File: src/led_driver_two_wire_master_unit_defines.svh
// ----------------------------------------------------------------------------
// led driver two-wire master assertion macros
// shared concurrent assertion helpers, empty when SYNTH is defined
// ----------------------------------------------------------------------------
`ifndef LED_DRIVER_TWO_WIRE_MASTER_UNIT_DEFINES_SVH
`define LED_DRIVER_TWO_WIRE_MASTER_UNIT_DEFINES_SVH

`ifndef SYNTH

// same-cycle implication
`define LEDTW_ASSERT_NOW(label, clk, rst, ante, cons, msg) \
   label: assert property (@(posedge clk) disable iff (rst) (ante) |-> (cons)) \
      else $error(msg);

// next-cycle implication
`define LEDTW_ASSERT_NEXT(label, clk, rst, ante, cons, msg) \
   label: assert property (@(posedge clk) disable iff (rst) (ante) |=> (cons)) \
      else $error(msg);

`else

`define LEDTW_ASSERT_NOW(label, clk, rst, ante, cons, msg)
`define LEDTW_ASSERT_NEXT(label, clk, rst, ante, cons, msg)

`endif

`endif

File: src/ledtw_pkg.sv
// ----------------------------------------------------------------------------
// ledtw_pkg
// types, codes and constants of the two-wire led driver master
// ----------------------------------------------------------------------------
`default_nettype none

package ledtw_pkg;

   // digit geometry
   localparam int DIGIT_COUNT = 6;
   localparam int DIGIT_W     = (DIGIT_COUNT > 1) ? $clog2(DIGIT_COUNT) : 1;
   localparam int FRAME_W     = $clog2(DIGIT_COUNT + 2);
   localparam int ALL_SEG_W   = 48;

   // command codes
   localparam logic [2:0] OP_TICK  = 3'd0;
   localparam logic [2:0] OP_DIGIT = 3'd1;
   localparam logic [2:0] OP_ALL   = 3'd2;
   localparam logic [2:0] OP_CTRL  = 3'd3;
   localparam logic [2:0] OP_KEY   = 3'd4;

   // register addresses
   localparam logic [1:0] CSR_BRIGHTNESS  = 2'd0;
   localparam logic [1:0] CSR_DISPLAY_ON  = 2'd1;
   localparam logic [1:0] CSR_DELAY_TICKS = 2'd2;

   // protocol bytes
   localparam logic [7:0] CMD_DATA_FIXED   = 8'h44;
   localparam logic [7:0] CMD_READ_KEY     = 8'h42;
   localparam logic [7:0] CMD_ADDR_BASE    = 8'hC0;
   localparam logic [7:0] CMD_DISPLAY_BASE = 8'h80;
   localparam logic [7:0] CMD_ENABLE_BIT   = 8'h08;
   localparam logic [2:0] BRIGHT_MAX       = 3'd7;

   // reset values of the registers
   localparam logic [2:0] BRIGHT_RESET = 3'd4;
   localparam logic [7:0] DELAY_RESET  = 8'd3;

   typedef enum logic [3:0] {
      PH_IDLE, PH_START_A, PH_START_B, PH_BIT_LO, PH_BIT_HI, PH_ACK_LO,
      PH_ACK_HI, PH_KEY_LO, PH_KEY_HI, PH_KTAIL_A, PH_KTAIL_B,
      PH_STOP_A, PH_STOP_B, PH_STOP_C
   } phase_type;

   typedef struct packed {
      logic [2:0] brightness;
      logic       display_on;
      logic [7:0] delay_ticks;
   } cfg_type;

   typedef struct packed {
      logic [2:0]           command;
      logic [2:0]           position;
      logic [7:0]           segments;
      logic [ALL_SEG_W-1:0] all_segments;
      logic                 dio_in;
   } req_type;

   typedef struct packed {
      logic       clk_out;
      logic       dio_out;
      logic       busy_res;
      logic       key_valid;
      logic [7:0] key_code;
      logic       nack_seen;
   } rsp_type;

endpackage

`default_nettype wire

File: src/ledtw_channels.sv
// ----------------------------------------------------------------------------
// ledtw channels
// valid/ready interfaces for tick, result and register write channels
// ----------------------------------------------------------------------------
`default_nettype none

interface ledtw_req_if;
   import ledtw_pkg::*;
   logic                 valid;
   logic                 ready;
   logic [2:0]           command;
   logic [2:0]           position;
   logic [7:0]           segments;
   logic [ALL_SEG_W-1:0] all_segments;
   logic                 dio_in;
   modport source (output valid, command, position, segments, all_segments, dio_in,
                   input ready);
   modport sink (input valid, command, position, segments, all_segments, dio_in,
                 output ready);
endinterface

interface ledtw_rsp_if;
   logic       valid;
   logic       ready;
   logic       clk_out;
   logic       dio_out;
   logic       busy_res;
   logic       key_valid;
   logic [7:0] key_code;
   logic       nack_seen;
   modport source (output valid, clk_out, dio_out, busy_res, key_valid, key_code,
                   nack_seen, input ready);
   modport sink (input valid, clk_out, dio_out, busy_res, key_valid, key_code,
                 nack_seen, output ready);
endinterface

interface ledtw_csr_if;
   logic       valid;
   logic       ready;
   logic [1:0] addr;
   logic [7:0] wdata;
   modport source (output valid, addr, wdata, input ready);
   modport sink (input valid, addr, wdata, output ready);
endinterface

`default_nettype wire

File: src/led_driver_two_wire_master_unit.sv
// ----------------------------------------------------------------------------
// led_driver_two_wire_master_unit
// two-wire led driver serial master, one pin tick per input transfer
// ----------------------------------------------------------------------------
//  channel  dir  contents
//  req_ch   in   command, position, segments, all_segments, dio_in
//  rsp_ch   out  clk_out, dio_out, busy_res, key_valid, key_code, nack_seen
//  csr_ch   in   addr (0 brightness, 1 display_on, 2 delay_ticks), wdata
//
//  one tick transfer per cycle; its result is registered and shows next cycle
//  the result register frees on the same edge it is taken, so no bubble
//  a stalled result channel holds off req_ch.ready; csr_ch is always ready
//  synchronous reset: idle, pins released, registers 4 / 1 / 3
// ----------------------------------------------------------------------------
`default_nettype none

module led_driver_two_wire_master_unit (
   input  wire logic   clock,
   input  wire logic   reset,
   ledtw_req_if.sink   req_ch,
   ledtw_rsp_if.source rsp_ch,
   ledtw_csr_if.sink   csr_ch
);
   import ledtw_pkg::*;

   cfg_type cfg;
   req_type req;
   rsp_type seq_rsp;
   rsp_type out_rsp;
   logic    accept;
   logic    room;
   logic    out_valid;

   // register writes
   assign csr_ch.ready = 1'b1;

   ledtw_csr u_csr (
      .clock   (clock),
      .reset   (reset),
      .wr_en   (csr_ch.valid),
      .wr_addr (csr_ch.addr),
      .wr_data (csr_ch.wdata),
      .cfg     (cfg)
   );

   // tick transfer
   assign req_ch.ready     = room;
   assign accept           = req_ch.valid && room;
   assign req.command      = req_ch.command;
   assign req.position     = req_ch.position;
   assign req.segments     = req_ch.segments;
   assign req.all_segments = req_ch.all_segments;
   assign req.dio_in       = req_ch.dio_in;

   ledtw_seq u_seq (
      .clock  (clock),
      .reset  (reset),
      .accept (accept),
      .req    (req),
      .cfg    (cfg),
      .rsp    (seq_rsp)
   );

   ledtw_rsp_reg u_rsp_reg (
      .clock    (clock),
      .reset    (reset),
      .load     (accept),
      .data_in  (seq_rsp),
      .take     (rsp_ch.ready),
      .room     (room),
      .valid    (out_valid),
      .data_out (out_rsp)
   );

   // result channel
   assign rsp_ch.valid     = out_valid;
   assign rsp_ch.clk_out   = out_rsp.clk_out;
   assign rsp_ch.dio_out   = out_rsp.dio_out;
   assign rsp_ch.busy_res  = out_rsp.busy_res;
   assign rsp_ch.key_valid = out_rsp.key_valid;
   assign rsp_ch.key_code  = out_rsp.key_code;
   assign rsp_ch.nack_seen = out_rsp.nack_seen;

endmodule

`default_nettype wire

File: src/ledtw_csr.sv
// ----------------------------------------------------------------------------
// ledtw_csr
// brightness, display enable and delay registers with write decode
// ----------------------------------------------------------------------------
`default_nettype none

module ledtw_csr (
   input  wire logic              clock,
   input  wire logic              reset,
   input  wire logic              wr_en,
   input  wire logic [1:0]        wr_addr,
   input  wire logic [7:0]        wr_data,
   output ledtw_pkg::cfg_type     cfg
);
   import ledtw_pkg::*;

   logic [2:0] brightness_ff, brightness_in;
   logic       display_on_ff, display_on_in;
   logic [7:0] delay_ff, delay_in;

   // write decode, brightness saturates
   always_comb begin
      brightness_in = brightness_ff;
      display_on_in = display_on_ff;
      delay_in      = delay_ff;
      if (wr_en) begin
         unique case (wr_addr)
            CSR_BRIGHTNESS: begin
               brightness_in = (wr_data > 8'(BRIGHT_MAX)) ? BRIGHT_MAX : wr_data[2:0];
            end
            CSR_DISPLAY_ON: begin
               display_on_in = wr_data[0];
            end
            CSR_DELAY_TICKS: begin
               delay_in = wr_data;
            end
            default: begin
            end
         endcase
      end
   end

   always_ff @(posedge clock) begin
      if (reset) begin
         brightness_ff <= BRIGHT_RESET;
         display_on_ff <= 1'b1;
         delay_ff      <= DELAY_RESET;
      end else begin
         brightness_ff <= brightness_in;
         display_on_ff <= display_on_in;
         delay_ff      <= delay_in;
      end
   end

   assign cfg.brightness  = brightness_ff;
   assign cfg.display_on  = display_on_ff;
   assign cfg.delay_ticks = delay_ff;

endmodule

`default_nettype wire

File: src/ledtw_seq.sv
// ----------------------------------------------------------------------------
// ledtw_seq
// pin sequencer: one tick per accepted item, frames, bytes and key read
// ----------------------------------------------------------------------------
`default_nettype none
`include "led_driver_two_wire_master_unit_defines.svh"

module ledtw_seq (
   input  wire logic              clock,
   input  wire logic              reset,
   input  wire logic              accept,
   input  ledtw_pkg::req_type     req,
   input  ledtw_pkg::cfg_type     cfg,
   output ledtw_pkg::rsp_type     rsp
);
   import ledtw_pkg::*;

   // sequencer state
   phase_type          phase_ff, phase_in;
   logic [7:0]         delay_ff, delay_in;
   logic [3:0]         bit_ff, bit_in;
   logic [7:0]         shift_ff, shift_in;
   logic [FRAME_W-1:0] frame_ff, frame_in;
   logic [2:0]         op_ff, op_in;
   logic [DIGIT_W-1:0] target_ff, target_in;
   logic               sel_ff, sel_in;
   logic [7:0]         key_shift_ff, key_shift_in;
   logic [7:0]         key_last_ff, key_last_in;
   logic [7:0]         store_ff [DIGIT_COUNT];

   // working values of this tick
   logic               start;
   phase_type          ph;
   logic [7:0]         dc;
   logic [7:0]         dc_inc;
   logic [7:0]         dmax;
   logic [FRAME_W-1:0] fi;
   logic [2:0]         op;
   logic [FRAME_W-1:0] last_frame;
   logic               two_bytes;
   logic               load_sel;
   logic [DIGIT_W-1:0] digit;
   logic [7:0]         ctrl_byte;
   logic [7:0]         load_byte;
   logic [3:0]         bit_next;
   logic               kvalid;
   logic               nack;

   // command start, only from idle
   always_comb begin
      start = 1'b0;
      if (phase_ff == PH_IDLE) begin
         unique case (req.command)
            OP_DIGIT: start = (req.position < 3'(DIGIT_COUNT));
            OP_ALL, OP_CTRL, OP_KEY: start = 1'b1;
            default: start = 1'b0;
         endcase
      end
      ph        = start ? PH_START_A : phase_ff;
      dc        = start ? 8'd0 : delay_ff;
      fi        = start ? '0 : frame_ff;
      op        = start ? req.command : op_ff;
      target_in = (start && req.command == OP_DIGIT) ? req.position[DIGIT_W-1:0]
                                                     : target_ff;
      dmax      = (cfg.delay_ticks == 8'd0) ? 8'd1 : cfg.delay_ticks;
      dc_inc    = dc + 8'd1;
   end

   // frame layout and the byte to load next
   always_comb begin
      last_frame = '0;
      if (op == OP_DIGIT) begin
         last_frame = FRAME_W'(2);
      end else if (op == OP_ALL) begin
         last_frame = FRAME_W'(DIGIT_COUNT + 1);
      end
      two_bytes = (op == OP_DIGIT || op == OP_ALL) && fi != '0 && fi != last_frame;
      ctrl_byte = CMD_DISPLAY_BASE | (cfg.display_on ? CMD_ENABLE_BIT : 8'd0)
                | {5'd0, cfg.brightness};
      load_sel  = (ph != PH_START_B);
      digit     = (op == OP_DIGIT) ? target_in : fi[DIGIT_W-1:0] - DIGIT_W'(1);
      if ({1'b0, digit} >= (DIGIT_W + 1)'(DIGIT_COUNT)) begin
         digit = '0;
      end
      if (op == OP_KEY) begin
         load_byte = CMD_READ_KEY;
      end else if (op == OP_CTRL || fi == last_frame) begin
         load_byte = ctrl_byte;
      end else if (fi == '0) begin
         load_byte = CMD_DATA_FIXED;
      end else if (!load_sel) begin
         load_byte = CMD_ADDR_BASE + 8'(digit);
      end else begin
         load_byte = store_ff[digit];
      end
   end

   // next state
   always_comb begin
      phase_in     = ph;
      delay_in     = dc;
      bit_in       = bit_ff;
      shift_in     = shift_ff;
      frame_in     = fi;
      op_in        = op;
      sel_in       = sel_ff;
      key_shift_in = key_shift_ff;
      key_last_in  = key_last_ff;
      kvalid       = 1'b0;
      nack         = 1'b0;
      bit_next     = bit_ff + 4'd1;
      if (ph != PH_IDLE) begin
         if (dc_inc >= dmax) begin
            delay_in = 8'd0;
            unique case (ph)
               PH_START_A: phase_in = PH_START_B;
               PH_START_B: begin
                  sel_in   = 1'b0;
                  shift_in = load_byte;
                  bit_in   = 4'd0;
                  phase_in = PH_BIT_LO;
               end
               PH_BIT_LO: phase_in = PH_BIT_HI;
               PH_BIT_HI: begin
                  shift_in = {1'b0, shift_ff[7:1]};
                  bit_in   = bit_next;
                  phase_in = (bit_next >= 4'd8) ? PH_ACK_LO : PH_BIT_LO;
               end
               PH_ACK_LO: phase_in = PH_ACK_HI;
               PH_ACK_HI: begin
                  nack = req.dio_in;
                  if (op == OP_KEY) begin
                     key_shift_in = 8'd0;
                     bit_in       = 4'd0;
                     phase_in     = PH_KEY_LO;
                  end else if (!sel_ff && two_bytes) begin
                     sel_in   = 1'b1;
                     shift_in = load_byte;
                     bit_in   = 4'd0;
                     phase_in = PH_BIT_LO;
                  end else begin
                     phase_in = PH_STOP_A;
                  end
               end
               PH_KEY_LO: phase_in = PH_KEY_HI;
               PH_KEY_HI: begin
                  key_shift_in = {req.dio_in, key_shift_ff[7:1]};
                  bit_in       = bit_next;
                  phase_in     = (bit_next >= 4'd8) ? PH_KTAIL_A : PH_KEY_LO;
               end
               PH_KTAIL_A: phase_in = PH_KTAIL_B;
               PH_KTAIL_B: phase_in = PH_STOP_A;
               PH_STOP_A:  phase_in = PH_STOP_B;
               PH_STOP_B:  phase_in = PH_STOP_C;
               default: begin
                  if (fi < last_frame) begin
                     frame_in = fi + FRAME_W'(1);
                     phase_in = PH_START_A;
                  end else begin
                     if (op == OP_KEY) begin
                        key_last_in = key_shift_ff;
                        kvalid      = 1'b1;
                     end
                     phase_in = PH_IDLE;
                  end
               end
            endcase
         end else begin
            delay_in = dc_inc;
         end
      end
   end

   // pin levels and result of this tick
   always_comb begin
      rsp.busy_res  = (ph != PH_IDLE);
      rsp.key_valid = kvalid;
      rsp.key_code  = key_last_in;
      rsp.nack_seen = nack;
      unique case (ph)
         PH_START_B, PH_STOP_B, PH_KTAIL_B: begin
            rsp.clk_out = 1'b1;
            rsp.dio_out = 1'b0;
         end
         PH_BIT_LO: begin
            rsp.clk_out = 1'b0;
            rsp.dio_out = shift_ff[0];
         end
         PH_BIT_HI: begin
            rsp.clk_out = 1'b1;
            rsp.dio_out = shift_ff[0];
         end
         PH_ACK_LO, PH_KEY_LO: begin
            rsp.clk_out = 1'b0;
            rsp.dio_out = 1'b1;
         end
         PH_KTAIL_A, PH_STOP_A: begin
            rsp.clk_out = 1'b0;
            rsp.dio_out = 1'b0;
         end
         default: begin
            rsp.clk_out = 1'b1;
            rsp.dio_out = 1'b1;
         end
      endcase
   end

   // state registers
   always_ff @(posedge clock) begin
      if (reset) begin
         phase_ff     <= PH_IDLE;
         delay_ff     <= 8'd0;
         bit_ff       <= 4'd0;
         shift_ff     <= 8'd0;
         frame_ff     <= '0;
         op_ff        <= OP_TICK;
         target_ff    <= '0;
         sel_ff       <= 1'b0;
         key_shift_ff <= 8'd0;
         key_last_ff  <= 8'd0;
      end else if (accept) begin
         phase_ff     <= phase_in;
         delay_ff     <= delay_in;
         bit_ff       <= bit_in;
         shift_ff     <= shift_in;
         frame_ff     <= frame_in;
         op_ff        <= op_in;
         target_ff    <= target_in;
         sel_ff       <= sel_in;
         key_shift_ff <= key_shift_in;
         key_last_ff  <= key_last_in;
      end
   end

   // digit store, written when a digit or all-digits command starts
   always_ff @(posedge clock) begin
      if (accept && start) begin
         if (req.command == OP_ALL) begin
            for (int i = 0; i < DIGIT_COUNT; i++) begin
               store_ff[i] <= req.all_segments[8*i +: 8];
            end
         end else if (req.command == OP_DIGIT) begin
            store_ff[req.position[DIGIT_W-1:0]] <= req.segments;
         end
      end
   end

   `LEDTW_ASSERT_NOW(a_idle_pins_released, clock, reset, !rsp.busy_res,
      rsp.clk_out && rsp.dio_out, "pins not released while idle")
   `LEDTW_ASSERT_NEXT(a_key_done_idle, clock, reset, accept && rsp.key_valid,
      phase_ff == PH_IDLE, "key read finished but sequencer not idle")
   `LEDTW_ASSERT_NOW(a_bit_range, clock, reset, phase_ff != PH_IDLE,
      bit_ff <= 4'd8, "bit counter beyond a byte")

endmodule

`default_nettype wire

File: src/ledtw_rsp_reg.sv
// ----------------------------------------------------------------------------
// ledtw_rsp_reg
// result register between the sequencer and the result channel
// ----------------------------------------------------------------------------
`default_nettype none
`include "led_driver_two_wire_master_unit_defines.svh"

module ledtw_rsp_reg (
   input  wire logic              clock,
   input  wire logic              reset,
   input  wire logic              load,
   input  ledtw_pkg::rsp_type     data_in,
   input  wire logic              take,
   output wire logic              room,
   output wire logic              valid,
   output ledtw_pkg::rsp_type     data_out
);
   import ledtw_pkg::*;

   logic    valid_ff, valid_in;
   rsp_type data_ff;

   // full slot frees when taken, refills on a new transfer
   always_comb begin
      valid_in = valid_ff;
      if (load) begin
         valid_in = 1'b1;
      end else if (take) begin
         valid_in = 1'b0;
      end
   end

   always_ff @(posedge clock) begin
      if (reset) begin
         valid_ff <= 1'b0;
      end else begin
         valid_ff <= valid_in;
      end
   end

   always_ff @(posedge clock) begin
      if (load) begin
         data_ff <= data_in;
      end
   end

   assign room     = !valid_ff || take;
   assign valid    = valid_ff;
   assign data_out = data_ff;

   `LEDTW_ASSERT_NEXT(a_load_shows, clock, reset, load, valid_ff,
      "loaded result not presented")

endmodule

`default_nettype wire
File: src/flat_wrapper.sv
// flat-port wrapper written by rule: the top's interface ports become plain ports
module led_driver_two_wire_master_unit_flat import ledtw_pkg::*;
  (clock, reset, req_ch_valid, req_ch_command, req_ch_position, req_ch_segments, req_ch_all_segments, req_ch_dio_in, req_ch_ready, rsp_ch_valid, rsp_ch_clk_out, rsp_ch_dio_out, rsp_ch_busy_res, rsp_ch_key_valid, rsp_ch_key_code, rsp_ch_nack_seen, rsp_ch_ready, csr_ch_valid, csr_ch_addr, csr_ch_wdata, csr_ch_ready);
  ledtw_req_if req_ch_i ();
  ledtw_rsp_if rsp_ch_i ();
  ledtw_csr_if csr_ch_i ();
  input  wire logic clock;
  input  wire logic reset;
  input wire logic [$bits(req_ch_i.valid)-1:0] req_ch_valid;
  input wire logic [$bits(req_ch_i.command)-1:0] req_ch_command;
  input wire logic [$bits(req_ch_i.position)-1:0] req_ch_position;
  input wire logic [$bits(req_ch_i.segments)-1:0] req_ch_segments;
  input wire logic [$bits(req_ch_i.all_segments)-1:0] req_ch_all_segments;
  input wire logic [$bits(req_ch_i.dio_in)-1:0] req_ch_dio_in;
  output wire logic [$bits(req_ch_i.ready)-1:0] req_ch_ready;
  output wire logic [$bits(rsp_ch_i.valid)-1:0] rsp_ch_valid;
  output wire logic [$bits(rsp_ch_i.clk_out)-1:0] rsp_ch_clk_out;
  output wire logic [$bits(rsp_ch_i.dio_out)-1:0] rsp_ch_dio_out;
  output wire logic [$bits(rsp_ch_i.busy_res)-1:0] rsp_ch_busy_res;
  output wire logic [$bits(rsp_ch_i.key_valid)-1:0] rsp_ch_key_valid;
  output wire logic [$bits(rsp_ch_i.key_code)-1:0] rsp_ch_key_code;
  output wire logic [$bits(rsp_ch_i.nack_seen)-1:0] rsp_ch_nack_seen;
  input wire logic [$bits(rsp_ch_i.ready)-1:0] rsp_ch_ready;
  input wire logic [$bits(csr_ch_i.valid)-1:0] csr_ch_valid;
  input wire logic [$bits(csr_ch_i.addr)-1:0] csr_ch_addr;
  input wire logic [$bits(csr_ch_i.wdata)-1:0] csr_ch_wdata;
  output wire logic [$bits(csr_ch_i.ready)-1:0] csr_ch_ready;
  assign req_ch_i.valid = req_ch_valid;
  assign req_ch_i.command = req_ch_command;
  assign req_ch_i.position = req_ch_position;
  assign req_ch_i.segments = req_ch_segments;
  assign req_ch_i.all_segments = req_ch_all_segments;
  assign req_ch_i.dio_in = req_ch_dio_in;
  assign req_ch_ready = req_ch_i.ready;
  assign rsp_ch_valid = rsp_ch_i.valid;
  assign rsp_ch_clk_out = rsp_ch_i.clk_out;
  assign rsp_ch_dio_out = rsp_ch_i.dio_out;
  assign rsp_ch_busy_res = rsp_ch_i.busy_res;
  assign rsp_ch_key_valid = rsp_ch_i.key_valid;
  assign rsp_ch_key_code = rsp_ch_i.key_code;
  assign rsp_ch_nack_seen = rsp_ch_i.nack_seen;
  assign rsp_ch_i.ready = rsp_ch_ready;
  assign csr_ch_i.valid = csr_ch_valid;
  assign csr_ch_i.addr = csr_ch_addr;
  assign csr_ch_i.wdata = csr_ch_wdata;
  assign csr_ch_ready = csr_ch_i.ready;
  led_driver_two_wire_master_unit u_core (.clock(clock), .reset(reset), .req_ch(req_ch_i), .rsp_ch(rsp_ch_i), .csr_ch(csr_ch_i));
endmodule
File: config.mk
export PLATFORM = sky130hd
export DESIGN_NAME = led_driver_two_wire_master_unit_flat
export DESIGN_NICKNAME = d
export VERILOG_FILES = /design/src/ledtw_pkg.sv /design/src/ledtw_channels.sv /design/src/led_driver_two_wire_master_unit.sv /design/src/ledtw_csr.sv /design/src/ledtw_seq.sv /design/src/ledtw_rsp_reg.sv /design/src/flat_wrapper.sv
export VERILOG_INCLUDE_DIRS = /design/src /design/src/src
export SDC_FILE = /design/constraint.sdc
export NUM_CORES = 1
export LEC_CHECK = 0
export ABC_CLOCK_PERIOD_IN_PS = 4700
export BUFFER_PORTS_ARGS = -buffer_cell sky130_fd_sc_hd__buf_4
export CORE_AREA = 2 2 120 122
export CTS_CLUSTER_SIZE = 10
export DETAILED_ROUTE_END_ITERATION = 6
export DIE_AREA = 0 0 122 124
export PLACE_DENSITY = 0.74
export SLEW_MARGIN = 30
export SYNTH_ARGS = -nofsm -noshare
export SYNTH_HDL_FRONTEND = slang
export SYNTH_SLANG_ARGS = --single-unit
File: constraint.sdc
create_clock -name clock -period 4.7 [get_ports clock]
set_clock_uncertainty 0.2 [all_clocks]
set_input_delay 0.94 -clock clock [delete_from_list [all_inputs] [get_ports clock]]
set_output_delay 0.94 -clock clock [all_outputs]
set_load 0.1 [all_outputs]
==> reports/results.tsv, run 1 <==
metric	value	unit
outcome	complete, no violations	
period utilisation layout	91.4	%
Worst slew margin	40.2	%
fmax	0.233	GHz
most frequent CP cell	buf_4	
layout cells sized above 1	23.5	%
HPWL after detailed placement	13200	um
Synth Instances	772	
CP required	4.78	ns
Vias per Instance	5.86	
GPL Wtd Cong	0.980	
CORE AREA	13700	um2
worst min path class	reg2reg	
Multi-input gate area	3620	um2
critical path, cell by cell	buf_4 -> a21boi_2 -> o311ai_2 -> and2_1 -> ha_1 -> nand3_1 -> xor2_1 -> nor2_1 -> ha_1 -> and3_1 -> a21oi_1 -> o21ai_0 -> o21ai_0 -> buf_4 -> nor4_4 -> buf_4 -> mux2_2 -> nor2_1 -> nor3_1	
CTS Sinks	126	
Pre-antenna DRT Iters	5	
Final WS setup	0.402	ns
TritonCTS clock tree	built	
fin crit period	4.30	ns
first-pass GRT wire length	29500	um
P&R area growth vs syn	22.3	%
Resize count post-CTS	0	
Synth cell types	85	
Post-synth EDFFs	63	
setup TNS	0	ns
Leak	3.52	nW
worst vdd ir	0.232	mV
placed inst area	8080	um2
Worst-path clk slew	0.06	ns
initial antenna violation count	0	
WL final	18000	um
largest stage delay on the critical path	0.46	ns
CTS Buffer Depth	2	
crit start category	input pin	
CP max stage cell	o311ai_2	
routed via count	6274	
setup bufs post-CTS	0	
dpl ws	0.0240	ns
Worst Hold Slack	0.261	ns
Pwr Total	2.93	mW
CP arrival	4.38	ns
Final ANT Viol Nets	0	
CTS Root Cell	clkbuf_16	
Routed WL per cell	16.8	um
Final Util	63.1	%
largest net degree at the start of global routing	66	
slew at the pin closest to its max-slew limit	0.889	ns
overall global routing resource usage	25.0	%
clock latency on the worst-skew pair	0.42	ns
Placed Instances	1040	
syn_area_per_cell	9.17	um2
flops & latches, synth	126	
WS Path Type	in2reg	
initial core utilization	51.6	%
part of the Yosys area used for sequential elements	44.5	%
Finished Layout Cells	1071	
initial detailed-routing violation count	506	
Top FF cell, synth	edfxtp_1	
fin area	8660	um2
top cell type by total area after synthesis	edfxtp_1	
RSZ-0062 raised after global routing	no	
ys async rst share	0	%
warnings from Yosys	0	
DIE HEIGHT	124	um
H-tree depth	4	
CTS Buf Count	17	
final slew viol count	0	
crit end category	register	
ant diodes	0	
die area	15100	um2
fin nets	973	
vias in the first global route	6073	
# IOs	94	
Hold Vio Cnt, Final	0	
Final setup violation count	0	
global route overflow	0	
top cells by area, synth	edfxtp_1 27%, dfxtp_1 18%, nor2_1 5.3%	
FF+latch area	3150	um2
Power Density	339	nW/um2
Worst Path Max Fanout	9	
Port Buffers	92	
# hold bufs at CTS	0	
Yosys top cell area share	26.7	%
post-route DRC violation count	0	
row count	43	
die width	122	um
Netlist Area Pre-Place	7080	um2
fillers	1142	
Max Cap Viol	0	
cell families (layout without fill, tap and decap cells):
group                      count (synthesis)  in the layout  synth area share (%)
and+or+nand+nor                          300            300                  20.5
AOI/OAI and AO/OA                        196            196                  19.0
DFF                                      126            126                  44.5
buffers and inverters                     75            193                  4.59
muxes                                     49             49                  7.39
adders and majority gates                 16             16                  2.83
xor gates and xnor gates                   8              8                 0.989
other                                      2              3                 0.106
cells in the final DEF (no fill, tap or decap), types with 4 or more instances in the layout:
cell type,n
a2bb2oi_1,4
o21ai_0,37
or2_2,5
a211oi_1,9
clkinv_2,4
a21oi_1,68
buf_4,128
xor2_1,6
o2bb2ai_1,4
nand3_1,38
nor3_1,24
a221oi_1,5
a22oi_1,4
and3_1,8
a21o_1,5
nand2_1,73
nand3b_1,4
and2_1,4
mux2_2,19
a31oi_1,5
o211ai_1,8
mux2i_1,26
inv_1,34
or3_1,5
clkbuf_16,17
ha_1,16
nor4_1,4
nand2b_1,10
edfxtp_1,63
nor2_1,100
nor2b_1,5
dfxtp_1,63
synthesized netlist by cell type, drive strengths merged, types with 16 or more instances:
| library cell | n |
|---|---|
| nor2 | 101 |
| nand2 | 73 |
| a21oi | 70 |
| dfxtp | 63 |
| edfxtp | 63 |
| o21ai | 42 |
| nand3 | 38 |
| inv | 34 |
| mux2i | 26 |
| clkbuf | 25 |
| nor3 | 24 |
| mux2 | 23 |
| buf | 16 |
| ha | 16 |
area by class of cell:
class | count | area share, %
clock inverter | 13 | 1.62
inverter | 34 | 1.47
timing repair buffer | 128 | 11.1
sequential | 126 | 36.4
clock buffer | 18 | 4.96
tap | 180 | 2.60
multi-input combinational | 572 | 41.8
registers in the layout (all words and copies together) (netlist names), 4 cells and up:
| register | count |
|---|---|
| u_core.u_seq.store_ff | 50 |
| u_core.u_rsp_reg.data_out | 13 |
| u_core.u_csr.delay_ff | 8 |
| u_core.u_seq.delay_ff | 8 |
| u_core.u_seq.key_last_ff | 8 |
| u_core.u_seq.key_shift_ff | 8 |
| u_core.u_seq.shift_ff | 8 |
| u_core.u_seq.bit_ff | 4 |
| u_core.u_seq.phase_ff | 4 |
worst paths after layout:
path	to	cells after the start	startpoint	slack, ns
max	u_core.u_seq.key_last_ff[4]	19	req_ch_command[0]	0.40
min	u_core.u_seq.target_ff[0]	2	u_core.u_seq.target_ff[0]	0.26
max reg2reg	u_core.u_seq.key_last_ff[4]	18	u_core.u_seq.phase_ff[3]	0.59
min reg2reg	u_core.u_seq.target_ff[0]	2	u_core.u_seq.target_ff[0]	0.26
metal layers:
metal	vias up	track usage (%)	part of all wire (%)
li1	3026	-	-
met4	0	10.9	1.9
met5	-	0	0
met2	248	43.5	51
met1	2967	30.3	41
met3	33	4.49	5.9
power by group:
part	switching [mW]	total [mW]	internal, mW
logic	0.284	0.454	0.170
clock network	0.494	1.27	0.779
registers	0.0168	1.21	1.19
critical path: cells and delay by family:
family,cells,cell delay [ns]
AOI/OAI and AO/OA,5,0.89
xor gates and xnor gates,1,0.15
buffers and inverters,3,0.52
and+or+nand+nor,7,0.97
muxes,1,0.36
adders and majority gates,2,0.54
(Power assumes the default switching activity.)
==> run 2: changes to the inputs <==
--- a/config.mk
+++ b/config.mk
@@ -8,12 +8,16 @@
 export LEC_CHECK = 0
 export ABC_CLOCK_PERIOD_IN_PS = 4700
 export BUFFER_PORTS_ARGS = -buffer_cell sky130_fd_sc_hd__buf_4
-export CORE_AREA = 2 2 120 122
+export CELL_PAD_IN_SITES_DETAIL_PLACEMENT = 0
+export CELL_PAD_IN_SITES_GLOBAL_PLACEMENT = 1
+export CORE_AREA = 2 2 135 137
 export CTS_CLUSTER_SIZE = 10
 export DETAILED_ROUTE_END_ITERATION = 6
-export DIE_AREA = 0 0 122 124
-export PLACE_DENSITY = 0.74
+export DIE_AREA = 0 0 137 139
+export PLACE_DENSITY = 0.75
 export SLEW_MARGIN = 30
 export SYNTH_ARGS = -nofsm -noshare
 export SYNTH_HDL_FRONTEND = slang
+export SYNTH_HIERARCHICAL = 1
 export SYNTH_SLANG_ARGS = --single-unit
+export TNS_END_PERCENT = 50
==> reports/results.tsv, run 2 <==
metric	value	unit
Pwr Total	2.84	mW
initial antenna violation count	0	
initial core utilization	40.0	%
ys async rst share	0	%
Worst Hold Slack	0.257	ns
routed via count	5829	
Port Buffers	92	
Yosys top cell area share	25.9	%
setup TNS	0	ns
first-pass GRT wire length	29500	um
flops & latches, synth	124	
vias in the first global route	5867	
die area	19000	um2
top cells by area, synth	edfxtp_1 26%, dfxtp_1 18%, mux2i_1 7.1%	
most flop-heavy register	u_core/u_seq/store_ff	
# hold bufs at CTS	0	
mux cell area share after synthesis	12.4	%
Top FF cell, synth	dfxtp_1	
fin crit period	4.44	ns
GPL Wtd Cong	0.875	
part of the Yosys area used for sequential elements	43.8	%
Post-synth top cells	66 x nor2_1, 63 x dfxtp_1, 63 x nand2_1	
crit start category	input pin	
TritonCTS clock tree	built	
Vias per Instance	5.47	
largest net degree at the start of global routing	65	
WS Path Type	in2reg	
critical path startpoint	req_ch_command[0]	
Post-synth EDFFs	61	
largest family of logic cells by synthesized area	compound AO/OA/AOI/OAI gates	
CTS Buf Count	17	
hold path start	u_core/u_seq/sel_ff	
Power Density	324	nW/um2
Post-Synth XOR/XNOR Area	1.24	%
die width	137	um
# IOs	94	
CORE AREA	17700	um2
CTS Root Cell	clkbuf_16	
setup bufs post-CTS	0	
slew at the pin closest to its max-slew limit	0.784	ns
Hold Vio Cnt, Final	0	
initial detailed-routing violation count	442	
Synth Instances	717	
Worst slew margin	47.7	%
outcome	complete, no violations	
WL final	17900	um
P&R area growth vs syn	23.9	%
Synth cell types	85	
Final setup violation count	0	
net count after synthesis	811	
crit end category	register	
Worst Path Max Fanout	11	
global route overflow	0	
Leak	3.58	nW
CP arrival	4.58	ns
placed inst area	8180	um2
Routed WL per cell	16.8	um
most common cell after layout, fill and taps aside	buf_4	
period utilisation layout	94.5	%
CTS Sinks	124	
most common cell in the netlist	nor2_1	
top cell type by total area after synthesis	edfxtp_1	
Pre-antenna DRT Iters	5	
Final ANT Viol Nets	0	
DIE HEIGHT	139	um
fin nets	917	
final slew viol count	0	
overall global routing resource usage	19.6	%
worst min path class	reg2reg	
Reg-to-Reg Start	u_core/u_seq/phase_ff[0]	
layout cells sized above 1	28.1	%
Resize count post-CTS	0	
fmax	0.225	GHz
worst vdd ir	0.212	mV
clock latency on the worst-skew pair	0.42	ns
Synth Area in Simple Gates	17.1	%
HPWL after detailed placement	13500	um
fin area	8760	um2
warnings from Yosys	6	
max reg flops	48	
syn_area_per_cell	9.86	um2
Max Cap Viol	0	
RSZ-0062 raised after global routing	no	
Worst-path clk slew	0.06	ns
Netlist Area Pre-Place	7070	um2
row count	49	
H-tree depth	4	
Compound-Gate Fraction of Synth Area	18.0	%
Adder-Cell Fraction of Synth Area	2.83	%
ant diodes	0	
post-route DRC violation count	0	
CTS Buffer Depth	2	
CP required	4.84	ns
commonest non-fill, non-tap cells in the layout	128 x buf_4, 66 x nor2_1, 63 x nand2_1, 63 x dfxtp_1, 61 x edfxtp_1	
-- run 2: worst paths after layout --
check | to | slack [ns] | cells after the start
setup / recovery | u_core/u_seq/bit_ff[2] | 0.26 | 18
hold / removal | u_core/u_seq/sel_ff | 0.26 | 2
setup reg to reg | u_core/u_seq/bit_ff[2] | 0.64 | 17
hold reg to reg | u_core/u_seq/sel_ff | 0.26 | 2
-- run 2: report_power, final --
| part | total (mW) | internal (mW) | switching [mW] |
|---|---|---|---|
| registers | 1.17 | 1.16 | 0.0115 |
| logic | 0.414 | 0.166 | 0.248 |
| clock network | 1.25 | 0.735 | 0.519 |
-- run 2: cells by family after synthesis --
logic type	Yosys count
fa+ha+maj	16
compound gates	177
xor+xnor	10
mux	83
other cells	1
buf+inv	73
flops	124
simple gates	233
-- run 2: layout make-up --
type / count / area (um2)
Clock buffer: 17 / 425
Clock inverter: 15 / 138
Fill cell: 1648 / 8900
Inverter: 31 / 116
Multi-Input combinational cell: 520 / 3720
Sequential cell: 124 / 3090
Tap cell: 229 / 287
Timing Repair Buffer: 129 / 981
-- run 2: per-layer routing --
layer	GRT usage, %	share of wire (%)	vias to the layer above
li1	-	-	2857
met1	24.7	44	2761
met2	33.3	50	187
met3	3.73	4.5	24
met4	7.16	1.6	0
met5	0	0	-
-- run 2: critical path, stage by stage --
cell and delay [ns]:
buf_4 0.12, a21boi_4 0.14, o311ai_4 0.40, and2_1 0.24, ha_4 0.15, nand3_2 0.09
or3_1 0.34, a21oi_2 0.17, ha_1 0.19, o21ai_0 0.09, nand2b_1 0.08, inv_1 0.05
buf_4 0.13, a2111oi_4 0.41, buf_4 0.27, o211ai_4 0.12, or4b_1 0.49, a21oi_1 0.16
-- run 2: stage by stage --
step | utilization [%] | instances | setup slack (ns)
finish | 49.6 | 1065 | 0.257
global route | 49.6 | 1065 | 0.133
CTS | 49.5 | 1064 | 0.183
detailed placement | 46.3 | 1032 | -0.243
global placement | 46.3 | 1032 | -0.124
floorplan | - | 717 | 0.00675
